==> config.mk <==
export PLATFORM = sky130hd
export DESIGN_NAME = mpk_cell
export DESIGN_NICKNAME = d
export VERILOG_FILES = /design/src/rtl/max_profit_k_transactions_defines.svh /design/src/rtl/mpk_pkg.sv /design/src/rtl/mpk_cell.sv
export SDC_FILE = /design/constraint.sdc
export NUM_CORES = 1
export LEC_CHECK = 0
export ABC_AREA = 1
export BUFFER_PORTS_ARGS = -buffer_cell sky130_fd_sc_hd__buf_2
export CORE_MARGIN = 4
export CORE_UTILIZATION = 60
export CTS_BUF_LIST = sky130_fd_sc_hd__clkbuf_16
export DETAILED_ROUTE_END_ITERATION = 12
export PLACE_DENSITY = 0.83
export SYNTH_ARGS = -nofsm -noshare
export SYNTH_HDL_FRONTEND = slang
export SYNTH_SLANG_ARGS = --single-unit
==> constraint.sdc <==
create_clock -name clk_i -period 12.65 [get_ports clk_i]
set_clock_uncertainty 0.2 [all_clocks]
set_input_delay 2.53 -clock clk_i [delete_from_list [all_inputs] [get_ports clk_i]]
set_output_delay 2.53 -clock clk_i [all_outputs]
set_load 0.01 [all_outputs]
==> src/rtl/max_profit_k_transactions_defines.svh <==
// ----------------------------------------------------------------------------
// Assertion macros for max_profit_k_transactions
// Clocked concurrent assertion wrappers shared by the RTL.
// ----------------------------------------------------------------------------
`ifndef MAX_PROFIT_K_TRANSACTIONS_DEFINES_SVH
`define MAX_PROFIT_K_TRANSACTIONS_DEFINES_SVH

// Assertion on an explicit clock and active-low reset.
`define MPK_ASSERT_CLK(lbl, clk, rstn, prop, msg) \
  lbl: assert property (@(posedge clk) disable iff (!rstn) prop) else $error(msg);

// Assertion on the block clock and reset.
`define MPK_ASSERT(lbl, prop, msg) \
  `MPK_ASSERT_CLK(lbl, clk_i, rst_ni, prop, msg)

`endif

==> src/rtl/mpk_pkg.sv <==
// ----------------------------------------------------------------------------
// mpk_pkg
// Shared widths, types and constants of the k-transaction profit kernel.
// ----------------------------------------------------------------------------
`default_nettype none

package mpk_pkg;

  localparam int ValW            = 32;
  localparam int PriceW          = 16;
  localparam int CfgW            = 5;
  localparam int MaxTransDefault = 16;

  typedef logic [ValW-1:0]   val_t;
  typedef logic [PriceW-1:0] price_t;
  typedef logic [CfgW-1:0]   cfg_t;

  localparam cfg_t CfgResetVal = cfg_t'(2);

  // per-item control handed to every cell
  typedef struct packed {
    logic accept;
    logic first;
    logic en;
  } cell_ctrl_t;

endpackage

`default_nettype wire

==> src/rtl/mpk_cell.sv <==
// ----------------------------------------------------------------------------
// mpk_cell
// One transaction-cap cell: holds the free and holding values of its cap and
// passes its pre-item free value to the next cap up the chain.
// ----------------------------------------------------------------------------
`default_nettype none

module mpk_cell
  import mpk_pkg::*;
(
  input  wire        clk_i,
  input  wire        rst_ni,
  input  cell_ctrl_t ctrl_i,
  input  price_t     price_i,
  input  val_t       below_i,
  output val_t       below_o,
  output val_t       free_o,
  output logic       clip_o
);

  localparam int SumW = ValW + 1;

  val_t free_q, hold_q;
  val_t old_free, old_hold;
  val_t price_ext, sell, buy, hold_d, free_d;
  logic [SumW-1:0] sell_sum;
  logic clip;

  always_comb begin
    old_free  = ctrl_i.first ? '0 : free_q;
    old_hold  = ctrl_i.first ? '0 : hold_q;
    price_ext = ValW'(price_i);
    sell_sum  = SumW'(below_i) + SumW'(price_i);
    clip      = sell_sum[ValW];
    sell      = clip ? '1 : sell_sum[ValW-1:0];
    hold_d    = (sell > old_hold) ? sell : old_hold;
    // a negative buy candidate never beats a free value
    buy       = (old_hold >= price_ext) ? (old_hold - price_ext) : '0;
    free_d    = (buy > old_free) ? buy : old_free;
  end

  assign below_o = old_free;
  assign free_o  = free_d;
  assign clip_o  = ctrl_i.en & clip;

  always_ff @(posedge clk_i or negedge rst_ni) begin
    if (!rst_ni) begin
      free_q <= '0;
      hold_q <= '0;
    end else if (ctrl_i.accept && ctrl_i.en) begin
      free_q <= free_d;
      hold_q <= hold_d;
    end else if (ctrl_i.accept && ctrl_i.first) begin
      free_q <= '0;
      hold_q <= '0;
    end
  end

endmodule

`default_nettype wire
==> flow_summary.json <==
{
  "period_share_pct": 79.3,
  "worstSetupPathType": "in2out",
  "fin_util_pct": 68.4,
  "yosysUniqueCellTypes": 51,
  "reg2reg_slack_ns": 7.51,
  "finalSetupTns_ns": 0,
  "vias": 8840,
  "remaining_drc_errors": 0,
  "dieArea_um2": 15600,
  "fmax_ghz": 0.0997,
  "synth-seq-cells": 64,
  "yosysSeqAreaShare_pct": 19.5,
  "crit_path_end_kind": "output port",
  "ant_nets": 0,
  "cts_tree": "yes",
  "power_density_nw_per_um2": 164,
  "grt_usage_pct": 27.8,
  "drtIter0Drc": 824,
  "gp_congestion": 0.964,
  "yosysWarnings": 0,
  "timing.rr.start": "hold_q[14]",
  "syn_area_per_cell_um2": 6.01,
  "dp_hpwl_mm": 17.2,
  "grt_pass1_wl_mm": 37.3,
  "fin_ws_ns": 2.62,
  "clkSlewWorstSetupHoldPaths_ns": 0.05,
  "power_frac_seq_pct": 19.6,
  "pre_cts_ws_ns": 2.69,
  "timing.rr.end": "free_q[13]",
  "synth_common_cells": "nand2_1, inv_1, nor2_1",
  "grt_pass1_vias": 8042,
  "netSwitchingFraction_pct": 50.3,
  "p_int_uw": 744,
  "fp.coreArea_um2": 13300,
  "overflow": 0,
  "cap_violations": 0,
  "grt_antenna_before_repair": 0,
  "async_flop_share_pct": 100,
  "diodes": 0,
  "drt_pass1_iterations": 6,
  "synth_nets": 1518,
  "hold_viol": 0,
  "status": "complete, no violations",
  "leakage_nw": 5.32,
  "dieWidth_um": 125,
  "synth-edff-count": 0,
  "ioPinCount": 118,
  "worst-r2r-cell-count": 25,
  "ir_worst_vdd_mv": 0.134,
  "p_switching_uw": 753,
  "hold_buffers": 0,
  "rsz0062_at_grt": "false",
  "postCtsSetupRepairBufs": 0,
  "synth_flop_cell": "dfrtp_1",
  "min_period_ns": 10.03,
  "wirelength_mm": 22.0,
  "synthCells": 1369,
  "synth_area_leaders": "dfrtp_1, nand2_1, ha_1",
  "finalSetupViolations": 0,
  "cts_resized": 0,
  "grt_max_degree": 65,
  "min_from": "hold_q[30]",
  "fin_nets": 1614,
  "maxSlewHeadroom_pct": 21.6,
  "h-tree-depth": 3,
  "synth_top_area_share_pct": 19.5,
  "numPortBuffers": 117,
  "synthToLayoutAreaGrowth_pct": 11.0,
  "die_h_um": 125,
  "row_count": 42,
  "synth_top_cell_by_area": "dfrtp_1",
  "synth_most_common_cell": "nand2_1",
  "arrival_ns": 7.30,
  "power_mw": 1.50,
  "cts_buffers": 9,
  "clkSinkCount": 64,
  "cp_max_fo": 28,
  "syn_area_um2": 8220,
  "wl_per_cell_um": 13.4,
  "pwr-share-comb_pct": 65.5,
  "cp.required_ns": 9.92,
  "slew_violations": 0,
  "insertion_delay_ns": 0.33,
  "initial_core_util_pct": 61.6,
  "clkPwrFrac_pct": 14.9,
  "routed_via_density": 5.37,
  "cp-start-kind": "input pin",
  "fillers": 1298,
  "clk_path_buf_depth": 2,
  "worstHoldEndpoint": "hold_q[30]",
  "drive_gt1_share_pct": 12.5,
  "tightest_slew_ns": 1.17,
  "whs_path_depth": 2,
  "cts-root-buf": "clkbuf_16",
  "hold_path.class": "reg2reg"
}
[placed cells by master, fill, tap and decap left out, types with 3 or more instances in the layout]
cell and instances:
buf_4 5, o21a_1 3, o21ai_2 5, or2_2 8, nand4_1 19, nand2_4 5
clkinv_2 4, nor3_1 20, nor2_4 3, ha_1 94, dfrtp_1 64, a21boi_0 3
a31oi_1 6, a21oi_2 4, inv_2 9, nand3_1 107, nor4_1 3, nand2_2 9
o21ai_0 42, xor2_1 11, o21bai_1 5, buf_2 117, a211oi_1 4, xnor2_1 4
inv_1 249, nor2_1 147, o221ai_1 3, nand2_1 373, o21ai_1 47, clkbuf_16 9
a21oi_1 64
[cell type report]
type / instances / area [µm²] / share of cell area, %
Sequential cell: 64 / 1600 / 17.5
Inverter: 258 / 973 / 10.7
Tap cell: 176 / 220 / 2.41
Multi-Input combinational cell: 1010 / 5460 / 59.8
Clock buffer: 9 / 225 / 2.47
Timing Repair Buffer: 122 / 623 / 6.82
Clock inverter: 7 / 31.3 / 0.343
[how the worst max path moves through the flow]
stage | to | from | cells past startpoint
5_1_grt | free_o[13] | ctrl_i[1] | 28
3_5_place_dp | free_o[13] | ctrl_i[1] | 28
2_1_floorplan | free_o[14] | ctrl_i[1] | 29
3_3_place_gp | free_o[24] | ctrl_i[1] | 28
4_1_cts | free_o[13] | ctrl_i[1] | 28
6_report | free_o[13] | ctrl_i[1] | 28
[power groups by stage]
| stage | Sequential, mW | Clock, mW | Combinational (mW) |
|---|---|---|---|
| after detailed placement | 0.296 | 0 | 0.966 |
| after global routing | 0.300 | 0.234 | 1.11 |
| after global placement | 0.294 | 0 | 0.945 |
| after CTS | 0.293 | 0.223 | 0.974 |
| final | 0.293 | 0.223 | 0.981 |
| after floorplan | 0.290 | 0 | 0.702 |
[registers in the layout (all words and copies together) (netlist names)]
name and flops:
hold_q 32, free_q 32
[cell families after synthesis]
kind of cell | synth area share [%]
xor+xnor | 1.60
buf+inv | 14.2
simple gates | 36.7
flops | 19.5
mux | 0.122
compound gates | 13.1
fa+ha+maj | 14.8
[per-stage QoR]
step | hold slack, ns | area (µm²) | std cells
global placement | 0.261 | 8870 | 1630
global route | 0.290 | 9130 | 1646
detailed placement | 0.265 | 8870 | 1630
floorplan | 0.249 | 8220 | 1369
CTS | 0.280 | 9130 | 1646
finish | 0.278 | 9130 | 1646
[metal layers]
layer	global-route usage, %	routed length [µm]	vias to the layer above
li1	-	-	4553
met1	39.8	10600	3914
met2	43.8	9440	328
met3	3.37	1460	45
met4	9.18	566	0
met5	0	0	-
[critical path: stages]
cell and delay, ns:
buf_2 0.13, inv_6 0.19, nand2_1 0.14, inv_1 0.08, ha_1 0.28, a21oi_1 0.28, o21ai_0 0.13, a21oi_1 0.17
nand2_2 0.10, nand2_1 0.07, nand2_2 0.10, nor2_4 0.20, nand2_8 0.16, inv_2 0.13, or2_1 0.15, inv_1 0.05
ha_1 0.29, a21oi_1 0.15, o21a_1 0.12, nor2_1 0.04, o21ai_0 0.17, o2111ai_1 0.16, nand2_1 0.09, nand2_1 0.05
nand2_1 0.08, clkinv_1 0.56, o21ai_0 0.49, buf_2 0.20
Power figures use the tool's default switching activity.
